--- src/rtl/mcrp_pkg.sv ---
// Shared constants and types of the motor command ramp and PWM block.
`default_nettype none

package mcrp_pkg;

  localparam int MCRP_NCH      = 4;      // channel slots in every transaction
  localparam int MCRP_CHANNELS = 4;      // channels that are actually driven
  localparam int TGT_W         = 17;
  localparam int CUR_W         = 16;
  localparam int STEP_W        = 18;
  localparam int CNT_W         = 8;
  localparam int DUTY_W        = 8;
  localparam int FULL_SCALE    = 25600;  // 100.0 in 8 fraction bits
  localparam int RAMP_RESET    = 10;
  localparam int DIV_ITERS     = STEP_W;
  localparam int RECIP_100     = 5243;   // ceil(2^19 / 100)
  localparam int RECIP_SHIFT   = 19;

  typedef struct packed {
    logic              valid;
    logic [DUTY_W-1:0] duty;
    logic              forward;
  } lane_res_t;

endpackage

`default_nettype wire

--- src/rtl/mcrp_channel_if.sv ---
// Handshake channels of the motor command ramp and PWM block.
`default_nettype none

interface mcrp_in_if;
  logic               valid;
  logic               ready;
  logic signed [16:0] target_a;
  logic signed [16:0] target_b;
  logic signed [16:0] target_c;
  logic signed [16:0] target_d;

  modport source (output valid, target_a, target_b, target_c, target_d, input ready);
  modport sink   (input valid, target_a, target_b, target_c, target_d, output ready);
endinterface

interface mcrp_out_if;
  logic       valid;
  logic       ready;
  logic [7:0] duty_a;
  logic [7:0] duty_b;
  logic [7:0] duty_c;
  logic [7:0] duty_d;
  logic       forward_a;
  logic       forward_b;
  logic       forward_c;
  logic       forward_d;

  modport source (output valid, duty_a, duty_b, duty_c, duty_d,
                  forward_a, forward_b, forward_c, forward_d, input ready);
  modport sink   (input valid, duty_a, duty_b, duty_c, duty_d,
                  forward_a, forward_b, forward_c, forward_d, output ready);
endinterface

interface mcrp_cfg_if;
  logic       valid;
  logic       ready;
  logic [7:0] ramp_steps;

  modport source (output valid, ramp_steps, input ready);
  modport sink   (input valid, ramp_steps, output ready);
endinterface

`default_nettype wire

--- src/rtl/motor_command_ramp_pwm_top.sv ---
// Top level of the motor command ramp and PWM block.
// Each input transaction is one control tick with four signed targets (8 fraction bits).
// Every driven channel has its own lane that ramps its current value toward the target
// in ramp_steps equal steps, clamps it to +/-100.0 and turns it into a PWM duty and a
// direction bit; one result transaction leaves per tick. A tick passes through the
// radix-2 step divider in each lane, then update, duty scaling and merge. The next tick
// is accepted in the cycle after the lanes hand their results to the output register;
// that hand-over waits while the result side stalls, so no tick is taken until the last
// one is handed over. Channels at or beyond CHANNELS report zero duty and zero
// direction. ramp_steps resets to 10; a value of 0 acts as 1. Write it only while
// no tick is in flight.
`default_nettype none

module motor_command_ramp_pwm_top #(
  parameter int CHANNELS = mcrp_pkg::MCRP_CHANNELS
) (
  input  wire logic  clk,
  input  wire logic  rst_n,
  mcrp_in_if.sink    in_ch,
  mcrp_out_if.source out_ch,
  mcrp_cfg_if.sink   cfg_ch
);
  import mcrp_pkg::*;

  logic [CNT_W-1:0]        ramp_steps_r;
  logic [CNT_W-1:0]        steps_eff;
  logic                    busy_r;
  logic                    accept;
  logic                    load;
  logic signed [TGT_W-1:0] targets [MCRP_NCH];
  lane_res_t               res     [MCRP_NCH];

  always_ff @(posedge clk) begin
    if (!rst_n) begin
      ramp_steps_r <= CNT_W'(RAMP_RESET);
    end else if (cfg_ch.valid) begin
      ramp_steps_r <= cfg_ch.ramp_steps;
    end
  end

  assign cfg_ch.ready = 1'b1;
  assign steps_eff    = (ramp_steps_r == '0) ? CNT_W'(1) : ramp_steps_r;

  // one tick in flight: hold off input until the lanes hand over their results
  always_ff @(posedge clk) begin
    if (!rst_n) begin
      busy_r <= 1'b0;
    end else if (accept) begin
      busy_r <= 1'b1;
    end else if (load) begin
      busy_r <= 1'b0;
    end
  end

  assign in_ch.ready = !busy_r;
  assign accept      = in_ch.valid && !busy_r;

  assign targets[0] = in_ch.target_a;
  assign targets[1] = in_ch.target_b;
  assign targets[2] = in_ch.target_c;
  assign targets[3] = in_ch.target_d;

  for (genvar g = 0; g < MCRP_NCH; g++) begin : g_lane
    if (g < CHANNELS) begin : g_used
      mcrp_lane u_lane (
        .clk        (clk),
        .rst_n      (rst_n),
        .start      (accept),
        .ack        (load),
        .ramp_steps (steps_eff),
        .target     (targets[g]),
        .res        (res[g])
      );
    end else begin : g_unused
      assign res[g] = '{valid: 1'b1, duty: '0, forward: 1'b0};
    end
  end

  mcrp_merge u_merge (
    .clk    (clk),
    .rst_n  (rst_n),
    .res    (res),
    .load   (load),
    .out_ch (out_ch)
  );

endmodule

`default_nettype wire

--- src/rtl/mcrp_lane.sv ---
// One channel lane: serial step divider, ramp update, clamp and duty scaling.
`default_nettype none

module mcrp_lane (
  input  wire logic                            clk,
  input  wire logic                            rst_n,
  input  wire logic                            start,
  input  wire logic                            ack,
  input  wire logic [mcrp_pkg::CNT_W-1:0]      ramp_steps,
  input  wire logic signed [mcrp_pkg::TGT_W-1:0] target,
  output mcrp_pkg::lane_res_t                  res
);
  import mcrp_pkg::*;

  localparam int ITER_W = $clog2(DIV_ITERS);
  localparam int SUM_W  = STEP_W + 1;
  localparam int MAG_W  = CUR_W - 1;
  localparam int PROD_W = 28;
  localparam logic signed [SUM_W-1:0] POS_LIM = SUM_W'(FULL_SCALE);
  localparam logic signed [SUM_W-1:0] NEG_LIM = -POS_LIM;

  localparam logic [2:0] L_IDLE = 3'd0;
  localparam logic [2:0] L_DIV  = 3'd1;
  localparam logic [2:0] L_UPD  = 3'd2;
  localparam logic [2:0] L_DUTY = 3'd3;
  localparam logic [2:0] L_DONE = 3'd4;

  logic [2:0]                state_r;
  logic [ITER_W-1:0]         iter_r;
  logic signed [TGT_W-1:0]   tgt_r;
  logic signed [TGT_W-1:0]   last_tgt_r;
  logic signed [CUR_W-1:0]   cur_r;
  logic signed [STEP_W-1:0]  step_r;
  logic [CNT_W-1:0]          cnt_r;
  logic [CNT_W-1:0]          div_r;
  logic [STEP_W-1:0]         dvd_r;
  logic [CNT_W-1:0]          rem_r;
  logic                      neg_r;
  logic                      fwd_r;
  logic [PROD_W-1:0]         prod_r;

  logic signed [STEP_W-1:0]  num;
  logic [STEP_W-1:0]         num_mag;
  logic [CNT_W:0]            rem_sh;
  logic [CNT_W:0]            rem_sub;
  logic                      fits;
  logic signed [STEP_W-1:0]  quot;
  logic                      changed;
  logic                      do_add;
  logic signed [STEP_W-1:0]  add_src;
  logic signed [SUM_W-1:0]   sum;
  logic signed [CUR_W-1:0]   cur_nxt;
  logic [MAG_W-1:0]          mag;
  logic [MAG_W+7:0]          x255;
  logic [MAG_W-1:0]          scaled;

  always_comb begin
    num     = STEP_W'(target) - STEP_W'(cur_r);
    num_mag = num[STEP_W-1] ? STEP_W'(-num) : STEP_W'(num);

    rem_sh  = {rem_r, dvd_r[STEP_W-1]};
    fits    = (rem_sh >= {1'b0, div_r});
    rem_sub = rem_sh - {1'b0, div_r};

    quot    = neg_r ? -$signed(dvd_r) : $signed(dvd_r);
    changed = (tgt_r != last_tgt_r);
    do_add  = changed || (cnt_r < div_r);
    add_src = changed ? quot : step_r;
    sum     = SUM_W'(cur_r) + (do_add ? SUM_W'(add_src) : '0);

    if (sum < NEG_LIM) begin
      cur_nxt = CUR_W'(NEG_LIM);
    end else if (sum > POS_LIM) begin
      cur_nxt = CUR_W'(POS_LIM);
    end else begin
      cur_nxt = CUR_W'(sum);
    end

    // |cur| * 255 / 256, then divide by 100 with a reciprocal
    mag    = cur_r[CUR_W-1] ? MAG_W'(-cur_r) : MAG_W'(cur_r);
    x255   = {mag, 8'd0} - {8'd0, mag};
    scaled = x255[MAG_W+7:8];
  end

  always_ff @(posedge clk) begin
    if (!rst_n) begin
      state_r    <= L_IDLE;
      iter_r     <= '0;
      last_tgt_r <= '0;
      cur_r      <= '0;
      step_r     <= '0;
      cnt_r      <= '0;
    end else begin
      case (state_r)
        L_IDLE: begin
          if (start) begin
            state_r <= L_DIV;
            iter_r  <= '0;
          end
        end
        L_DIV: begin
          iter_r <= iter_r + 1'b1;
          if (iter_r == ITER_W'(DIV_ITERS - 1)) begin
            state_r <= L_UPD;
          end
        end
        L_UPD: begin
          if (changed) begin
            step_r <= quot;
            cnt_r  <= CNT_W'(1);
          end else if (cnt_r < div_r) begin
            cnt_r <= cnt_r + 1'b1;
          end
          last_tgt_r <= tgt_r;
          cur_r      <= cur_nxt;
          state_r    <= L_DUTY;
        end
        L_DUTY: begin
          state_r <= L_DONE;
        end
        L_DONE: begin
          if (ack) begin
            state_r <= L_IDLE;
          end
        end
        default: begin
          state_r <= L_IDLE;
        end
      endcase
    end
  end

  always_ff @(posedge clk) begin
    if (state_r == L_IDLE && start) begin
      tgt_r <= target;
      div_r <= ramp_steps;
      dvd_r <= num_mag;
      neg_r <= num[STEP_W-1];
      rem_r <= '0;
    end else if (state_r == L_DIV) begin
      // shift in one dividend bit, subtract when it fits
      rem_r <= fits ? rem_sub[CNT_W-1:0] : rem_sh[CNT_W-1:0];
      dvd_r <= {dvd_r[STEP_W-2:0], fits};
    end
    if (state_r == L_DUTY) begin
      prod_r <= PROD_W'(scaled) * PROD_W'(RECIP_100);
      fwd_r  <= (cur_r > 0);
    end
  end

  assign res.valid   = (state_r == L_DONE);
  assign res.duty    = prod_r[RECIP_SHIFT +: DUTY_W];
  assign res.forward = fwd_r;

endmodule

`default_nettype wire

--- src/rtl/mcrp_merge.sv ---
// Merge stage: collects the lane results into the registered result channel.
`default_nettype none

module mcrp_merge (
  input  wire logic               clk,
  input  wire logic               rst_n,
  input  mcrp_pkg::lane_res_t     res [mcrp_pkg::MCRP_NCH],
  output logic                    load,
  mcrp_out_if.source              out_ch
);
  import mcrp_pkg::*;

  logic              out_valid_r;
  logic [DUTY_W-1:0] duty_r [MCRP_NCH];
  logic              fwd_r  [MCRP_NCH];
  logic              all_done;

  always_comb begin
    all_done = 1'b1;
    for (int i = 0; i < MCRP_NCH; i++) begin
      all_done = all_done & res[i].valid;
    end
  end

  // take the lane results once every lane is done and the output slot is free
  assign load = all_done && (!out_valid_r || out_ch.ready);

  always_ff @(posedge clk) begin
    if (!rst_n) begin
      out_valid_r <= 1'b0;
    end else if (load) begin
      out_valid_r <= 1'b1;
    end else if (out_ch.ready) begin
      out_valid_r <= 1'b0;
    end
  end

  always_ff @(posedge clk) begin
    if (load) begin
      for (int i = 0; i < MCRP_NCH; i++) begin
        duty_r[i] <= res[i].duty;
        fwd_r[i]  <= res[i].forward;
      end
    end
  end

  assign out_ch.valid     = out_valid_r;
  assign out_ch.duty_a    = duty_r[0];
  assign out_ch.duty_b    = duty_r[1];
  assign out_ch.duty_c    = duty_r[2];
  assign out_ch.duty_d    = duty_r[3];
  assign out_ch.forward_a = fwd_r[0];
  assign out_ch.forward_b = fwd_r[1];
  assign out_ch.forward_c = fwd_r[2];
  assign out_ch.forward_d = fwd_r[3];

endmodule

`default_nettype wire

--- src/flat_wrapper.sv ---
// flat-port wrapper written by rule: the top's interface ports become plain ports
module motor_command_ramp_pwm_top_flat import mcrp_pkg::*;
#(
  parameter int CHANNELS = mcrp_pkg::MCRP_CHANNELS
)
  (clk, rst_n, in_ch_valid, in_ch_target_a, in_ch_target_b, in_ch_target_c, in_ch_target_d, in_ch_ready, out_ch_valid, out_ch_duty_a, out_ch_duty_b, out_ch_duty_c, out_ch_duty_d, out_ch_forward_a, out_ch_forward_b, out_ch_forward_c, out_ch_forward_d, out_ch_ready, cfg_ch_valid, cfg_ch_ramp_steps, cfg_ch_ready);
  mcrp_in_if in_ch_i ();
  mcrp_out_if out_ch_i ();
  mcrp_cfg_if cfg_ch_i ();
  input  wire logic clk;
  input  wire logic rst_n;
  input wire logic [$bits(in_ch_i.valid)-1:0] in_ch_valid;
  input wire logic [$bits(in_ch_i.target_a)-1:0] in_ch_target_a;
  input wire logic [$bits(in_ch_i.target_b)-1:0] in_ch_target_b;
  input wire logic [$bits(in_ch_i.target_c)-1:0] in_ch_target_c;
  input wire logic [$bits(in_ch_i.target_d)-1:0] in_ch_target_d;
  output wire logic [$bits(in_ch_i.ready)-1:0] in_ch_ready;
  output wire logic [$bits(out_ch_i.valid)-1:0] out_ch_valid;
  output wire logic [$bits(out_ch_i.duty_a)-1:0] out_ch_duty_a;
  output wire logic [$bits(out_ch_i.duty_b)-1:0] out_ch_duty_b;
  output wire logic [$bits(out_ch_i.duty_c)-1:0] out_ch_duty_c;
  output wire logic [$bits(out_ch_i.duty_d)-1:0] out_ch_duty_d;
  output wire logic [$bits(out_ch_i.forward_a)-1:0] out_ch_forward_a;
  output wire logic [$bits(out_ch_i.forward_b)-1:0] out_ch_forward_b;
  output wire logic [$bits(out_ch_i.forward_c)-1:0] out_ch_forward_c;
  output wire logic [$bits(out_ch_i.forward_d)-1:0] out_ch_forward_d;
  input wire logic [$bits(out_ch_i.ready)-1:0] out_ch_ready;
  input wire logic [$bits(cfg_ch_i.valid)-1:0] cfg_ch_valid;
  input wire logic [$bits(cfg_ch_i.ramp_steps)-1:0] cfg_ch_ramp_steps;
  output wire logic [$bits(cfg_ch_i.ready)-1:0] cfg_ch_ready;
  assign in_ch_i.valid = in_ch_valid;
  assign in_ch_i.target_a = in_ch_target_a;
  assign in_ch_i.target_b = in_ch_target_b;
  assign in_ch_i.target_c = in_ch_target_c;
  assign in_ch_i.target_d = in_ch_target_d;
  assign in_ch_ready = in_ch_i.ready;
  assign out_ch_valid = out_ch_i.valid;
  assign out_ch_duty_a = out_ch_i.duty_a;
  assign out_ch_duty_b = out_ch_i.duty_b;
  assign out_ch_duty_c = out_ch_i.duty_c;
  assign out_ch_duty_d = out_ch_i.duty_d;
  assign out_ch_forward_a = out_ch_i.forward_a;
  assign out_ch_forward_b = out_ch_i.forward_b;
  assign out_ch_forward_c = out_ch_i.forward_c;
  assign out_ch_forward_d = out_ch_i.forward_d;
  assign out_ch_i.ready = out_ch_ready;
  assign cfg_ch_i.valid = cfg_ch_valid;
  assign cfg_ch_i.ramp_steps = cfg_ch_ramp_steps;
  assign cfg_ch_ready = cfg_ch_i.ready;
  motor_command_ramp_pwm_top #(.CHANNELS(CHANNELS)) u_core (.clk(clk), .rst_n(rst_n), .in_ch(in_ch_i), .out_ch(out_ch_i), .cfg_ch(cfg_ch_i));
endmodule
--- config.mk ---
export PLATFORM = sky130hd
export DESIGN_NAME = motor_command_ramp_pwm_top_flat
export DESIGN_NICKNAME = d
export VERILOG_FILES = /design/src/rtl/mcrp_pkg.sv /design/src/rtl/mcrp_channel_if.sv /design/src/rtl/motor_command_ramp_pwm_top.sv /design/src/rtl/mcrp_lane.sv /design/src/rtl/mcrp_merge.sv /design/src/flat_wrapper.sv
export SDC_FILE = /design/constraint.sdc
export NUM_CORES = 2
export LEC_CHECK = 0
export BUFFER_PORTS_ARGS = -buffer_cell sky130_fd_sc_hd__buf_2
export CORE_ASPECT_RATIO = 0.7
export CORE_MARGIN = 3
export CORE_UTILIZATION = 30
export CTS_BUF_LIST = sky130_fd_sc_hd__clkbuf_16
export CTS_CLUSTER_DIAMETER = 60
export CTS_CLUSTER_SIZE = 20
export DETAILED_ROUTE_END_ITERATION = 6
export GPL_TIMING_DRIVEN = 0
export PLACE_DENSITY = 0.41
export SKIP_CTS_REPAIR_TIMING = 1
export SLEW_MARGIN = 20
export SYNTH_ARGS = -nofsm -noshare
export SYNTH_HDL_FRONTEND = slang
export SYNTH_SLANG_ARGS = --single-unit
--- constraint.sdc ---
create_clock -name clk -period 12.8 [get_ports clk]
set_input_delay 2.56 -clock clk [delete_from_list [all_inputs] [get_ports clk]]
set_output_delay 2.56 -clock clk [all_outputs]
set_load 0.005 [all_outputs]
==> Yosys cells after proc, flatten, opt, wreduce, memory -nomap -nowiden <==
Memories as Yosys holds them, arrays and structs flattened.
Cells that the tools add are included.
{ "totals": {"in_bits": 81, "word_cells": 270, "ramBits": 36, "mem_count": 2, "ff_bits": 598, "out_inout_bits": 39} }
{ "op_classes": {"muxes": 70, "eq_ne": 36, "add_sub_neg": 36, "n_mul": 4, "n_reduce_logical": 44, "n_lt_le_gt_ge": 20, "bitwise_logic": 3} }
{ "memory_table": {"columns": ["name", "words", "width", "rd", "rd_clocked_by_memory_dff", "write_ports", "line_no", "text"], "rows": [
  ["u_core.u_merge.duty_r", 4, 8, 4, 0, 4, "mcrp_merge.sv:14", "logic [DUTY_W-1:0] duty_r [MCRP_NCH];"],
  ["u_core.u_merge.fwd_r", 4, 1, 4, 0, 4, "mcrp_merge.sv:15", "logic fwd_r [MCRP_NCH];"]
]} }
{ "op_table": {"columns": ["operator", "n"], "rows": [
  ["$mux W18", 20],
  ["$neg A18 Y18", 8],
  ["$mux W16", 8],
  ["$mul A15 B13 Y27 const B", 4],
  ["$mux W8", 13],
  ["$sub A23 B15 Y23", 4],
  ["$add A19 B19 Y19", 4],
  ["$gt A19 B16 Y1 const B", 4],
  ["$lt A19 B16 Y1 const B", 4],
  ["$mux W19", 4],
  ["$sub A17 B16 Y18", 4],
  ["$ne A17 B17 Y1", 4],
  ["$gt A16 B1 Y1 const B", 4],
  ["$mux W15", 4],
  ["$neg A15 Y15", 4],
  ["$pmux W3 S5", 4],
  ["$pmux W5 S2", 4],
  ["$ge A9 B8 Y1", 4],
  ["$add A8 B1 Y8 const B", 4],
  ["$lt A8 B8 Y1", 4],
  ["$sub A8 B8 Y8", 4],
  ["$reduce_bool A2 Y1", 14],
  ["$eq A3 B2 Y1 const B", 8],
  ["$add A5 B1 Y5 const B", 4],
  ["other kinds (16)", 70]
]} }

==> Logic depth before layout (Yosys ltp) <==
{ "logic_depth": {"word_depth": 8, "ltp_mapped": 37, "ltp_nobuf": 37} }

==> Hierarchy <==
Synthesis repeated with hierarchy kept, for this count alone.
{ "hier_totals": {"cells_unflattened": 5951, "area_unflattened_um2": 53151.0} }
{ "by_module_without_submodules": {"columns": ["mod", "area_each_um2", "n_inst", "cells_per_inst"], "rows": [
  ["mcrp_lane (u_core.g_lane[3].g_used.u_lane)", 13112.6, 1, 1487],
  ["mcrp_lane (u_core.g_lane[0].g_used.u_lane)", 13016.2, 1, 1487],
  ["mcrp_lane (u_core.g_lane[2].g_used.u_lane)", 12792.3, 1, 1436],
  ["mcrp_lane (u_core.g_lane[1].g_used.u_lane)", 12695.9, 1, 1458],
  ["mcrp_merge", 1131.1, 1, 41],
  ["motor_command_ramp_pwm_top", 402.9, 1, 42]
]} }

==> Worst setup path before layout <==
Ideal clock, no wire load.
{ "synth_path": {"kind": "register to register", "from": "register u_core.g_lane[0].g_used.u_lane.cur_r[1]", "to": "register u_core.g_lane[0].g_used.u_lane.prod_r[26] (data pin)", "stages_incl_launch_ff": 34, "path_slack_ns": 3.548, "synth_period_minus_slack_ns": 9.252, "required_time_ns": 12.518, "setup_time_ns": 0.282, "n_path_buf": 1, "arrival_time_ns": 8.970, "cell_sequence": "dfxtp_1 > inv_1 > ha_1 > clkbuf_1 > nand2b_1 > o31ai_1 > xnor2_1 > ha_1 > inv_1 > a2111oi_1 > o21ai_1 > a31oi_2 > maj3_2 > a311o_2 > or4_1 > xor2_1 > fa_1 > ha_1 > fa_1 > inv_1 > fa_1 > fa_1 > inv_1 > ha_1 > a211o_1 > a21oi_1 > o211ai_1 > o31a_1 > a41o_1 > o41a_1 > a21o_1 > a21oi_1 > xnor2_1 > xnor2_1"} }
{ "synth_between": {"elab_chain_len": 4} }
{ "synth_rtl": {"columns": ["item", "line_no", "text"], "rows": [
  ["start, declared", "mcrp_lane.sv:32", "logic signed [CUR_W-1:0] cur_r;"],
  ["start signal, assigned", "mcrp_lane.sv:115", "cur_r <= cur_nxt;"],
  ["$neg A15 Y15", "mcrp_lane.sv:80", "mag = cur_r[CUR_W-1] ? MAG_W'(-cur_r) : MAG_W'(cur_r);"],
  ["$mux W15 (*)", "mcrp_lane.sv:80", null],
  ["$sub A23 B15 Y23 (*)", "mcrp_lane.sv:81", "x255 = {mag, 8'd0} - {8'd0, mag};"],
  ["$mul A15 B13 Y27 (*)", "mcrp_lane.sv:146", "prod_r <= PROD_W'(scaled) * PROD_W'(RECIP_100);"],
  ["end signal, assigned", "mcrp_lane.sv:146", null],
  ["end, declared", "mcrp_lane.sv:40", "logic [PROD_W-1:0] prod_r;"]
]} }
Mark *: on every way between the ends. The rest lies on a longest branch, timed or not.
A chain may end at the register's enable or synchronous reset.

==> Worst setup path in the final report <==
Ends and elaborated chain as after synthesis.

==> results.md <==
* RSZ-0062 raised after global routing: no
* CP Class: register to register
* Final min period at 10.88 ns
* Number of synthesized flops with an enable pin at 248
* Clock group share of total power at 19.9%
* Total leakage power at 0.0258 uW
* Comb power frac at 58.8%
* Total congestion overflow at 0
* Post-synth ARST share at 0%
* Register area share after synthesis at 26.9%
* CTS tree: yes
* Crit. End Element: register
* Syn-to-layout area delta at 11.6%
* Reg power frac at 21.2%
* CP required at 13.16 ns
* FP Rows at 125
* Synth unique cells at 112
* Sink Count at 558
* Hold Violations, Final at 0
* Max cap viols at 0
* Post-layout nets at 6866
* Met2 Usage GRT at 24.2%
* Pre-antenna DRT Iters at 7
* Port Buf Inserts at 116
* Hold Path Class: register to register
* Cts bufs inserted at 68
* Layout cells sized above 1 at 6.03%
* Max-slew violations at 0
* Detailed-route DRC error count at 1
* Cell internal pwr at 5750 uW
* Vias at 40094
* Commonest register cell after synthesis: dfxtp_1
* Core Footprint at 167000 sq um
* Synth area leader: ha_1
* Register bit count reported by yosys at 558
* CTS root buf: clkbuf_16
* Initial antenna violation count at 3
* Tcrit/Tclk final at 85.0%
* Worst-skew pair later-pin latency at 0.69 ns
* Synth Net Count at 6671
* Antenna Violating Nets Remaining at 0
* Area share of the largest cell type after synthesis at 15.5%
* IO Count at 120
* Final Setup Violations at 0
* Outcome: finished with violations
* Met3 Track Usage GR at 2.06%
* Slowest-stage cell, CP: xor2_1
* Worst setup SP type: register
* Worst vdd ir at 0.485 mV
* CP max stage delay at 0.79 ns
* M1 GR Usage at 28.0%
* RePlAce Congestion at 0.846
* Total wire length at 151000 microns
* Clock-pin slew on the worst setup and hold paths at 0.07 ns
* Fmax at 0.0919 GHz
* Busiest grt layer: met1
* Die width at 498 microns
* Dpl hpwl at 122000 microns
* First-pass GRT wire length at 237000 microns
* Die Span Y at 350 microns
* Top cells by count, synth: 765 x inv_1, 630 x ha_1, 461 x nand2_1
* Power per cell area at 184 nW/um^2
* DRT iter0 DRCs at 2500
* Die Area at 174000 sq um
* Vias in the first global route at 39334
* Largest net degree at the start of global routing at 34
* Starting Density at 30.4%
* CTS max path bufs at 3
* Synth Cell Area at 50800 sq um
* H-tree depth at 3
* Worst clock skew at 0.0655 ns
* Number of synthesis warnings at 0
* Worst-path fanout max at 9
* Total power at 10500 uW
* Setup TNS at 0 ns
* Vias/cell at 4.91
* Switching share of power at 45.1%
* R2R setup slack at 1.92 ns
* Post-DR wirelength/cell at 18.5 microns
* Cells after Synth at 5692
* Slew @ Worst Pin at 1.19 ns
* Max_slew headroom at 20.8%
* Switching Power at 4710 uW
* Critical path arrival at 11.24 ns
* Most numerous cell in the Yosys netlist: inv_1
* Failing checks: design-rule violations
* Tot GR Track Use at 17.3%
* Mean post-synth cell area at 8.92 sq um
* Largest cells by area after synthesis: ha_1 16%, edfxtp_1 15%, dfxtp_1 12%
per-stage QoR:
| stage | util, % | area, sq um | hold WS [ns] | setup WS [ns] | std cells |
|---|---|---|---|---|---|
| after floorplan | - | 50800 | 0.400 | 3.55 | 5692 |
| after global placement | 32.4 | 54200 | 0.405 | 1.88 | 8030 |
| after detailed placement | 32.5 | 54300 | 0.405 | 1.81 | 8039 |
| after CTS | 33.9 | 56700 | 0.419 | 1.75 | 8163 |
| after global routing | 33.9 | 56700 | 0.420 | 1.20 | 8163 |
| final | 33.9 | 56700 | 0.415 | 1.92 | 8164 |
final cells by class:
cell class | count | area [sq um]
inverters | 772 | 2900
fillers | 17402 | 110000
multi-input cells | 4195 | 33600
clock inverters | 55 | 643
repair buffers | 125 | 704
diodes | 1 | 2.50
plain buffers | 167 | 658
well taps | 2222 | 2780
flip-flops and latches | 558 | 13700
clock buffers | 69 | 1730
cells in the final DEF (no fill, tap or decap), types with 41 or more instances in the layout:
| cell | instances |
|---|---|
| nor2_1 | 351 |
| a21o_1 | 108 |
| nand3_1 | 133 |
| nand4_1 | 41 |
| a211oi_1 | 77 |
| nand2_1 | 461 |
| fa_1 | 268 |
| a31oi_1 | 54 |
| xnor2_1 | 301 |
| xor2_1 | 219 |
| edfxtp_1 | 248 |
| buf_2 | 120 |
| nand2b_1 | 62 |
| nor2b_1 | 45 |
| nor3_1 | 83 |
| inv_1 | 767 |
| a21oi_1 | 349 |
| clkbuf_1 | 150 |
| o21a_1 | 53 |
| ha_1 | 630 |
| o31ai_1 | 43 |
| clkbuf_16 | 69 |
| dfxtp_1 | 310 |
| o21ai_0 | 343 |
routing by layer:
metal  up-vias  wire length [microns]
li1      20132                      -
met1     19164                  84400
met5         -                     13
met2       680                  59000
met3       116                   5730
met4         2                   2020
registers in the layout, indices dropped and copies added, names as in the netlist, 8 cells and up:
name and cells:
u_core.g_lane.g_used.u_lane.cnt_r 32, u_core.g_lane.g_used.u_lane.cur_r 64, u_core.g_lane.g_used.u_lane.div_r 32, u_core.g_lane.g_used.u_lane.dvd_r 72, u_core.g_lane.g_used.u_lane.iter_r 20, u_core.g_lane.g_used.u_lane.last_tgt_r 68
u_core.g_lane.g_used.u_lane.prod_r 32, u_core.g_lane.g_used.u_lane.rem_r 32, u_core.g_lane.g_used.u_lane.state_r 12, u_core.g_lane.g_used.u_lane.step_r 72, u_core.g_lane.g_used.u_lane.tgt_r 68, u_core.ramp_steps_r 8
u_core.u_merge.duty_r 32
worst max-delay path: cells and delay by family, from the launching register on:
kind                     cells  cell delay [ns]
adder cells (fa/ha/maj)      9             3.76
AO/OA/AOI/OAI               13             3.29
XOR/XNOR                     4             1.71
buffers and inverters        5             0.64
AND/OR/NAND/NOR              2             0.64
flip-flops                   1             0.53
power groups by stage:
stage / clock (uW) / sequential, uW / combinational [uW]
after detailed placement: 0 / 2260 / 6270
after global placement: 0 / 2260 / 6210
after CTS: 2170 / 2220 / 6330
after floorplan: 0 / 2220 / 4630
after global routing: 2230 / 2240 / 7270
final: 2090 / 2220 / 6150
logic make-up (layout without fill, tap and decap cells):
family	Yosys count	in the layout	synth area share, %
and+or+nand+nor	1419	1419	13.4
other	1	2	0.00738
muxes	42	42	0.852
DFF	558	558	26.9
adders and majority gates	903	903	26.2
buffers and inverters	939	1188	6.99
AOI/OAI and AO/OA	1299	1299	16.4
xor gates and xnor gates	531	531	9.32
worst paths after layout:
path	from	to	cells after the start
hold / removal	u_core.g_lane[3].g_used.u_lane.prod_r[20]	u_core.u_merge.duty_r[3][1]	0
setup reg to reg	u_core.g_lane[0].g_used.u_lane.cur_r[1]	u_core.g_lane[0].g_used.u_lane.prod_r[26]	33
hold reg to reg	u_core.g_lane[3].g_used.u_lane.prod_r[20]	u_core.u_merge.duty_r[3][1]	0
setup / recovery	u_core.g_lane[0].g_used.u_lane.cur_r[1]	u_core.g_lane[0].g_used.u_lane.prod_r[26]	33
Power figures use the tool's default switching activity.
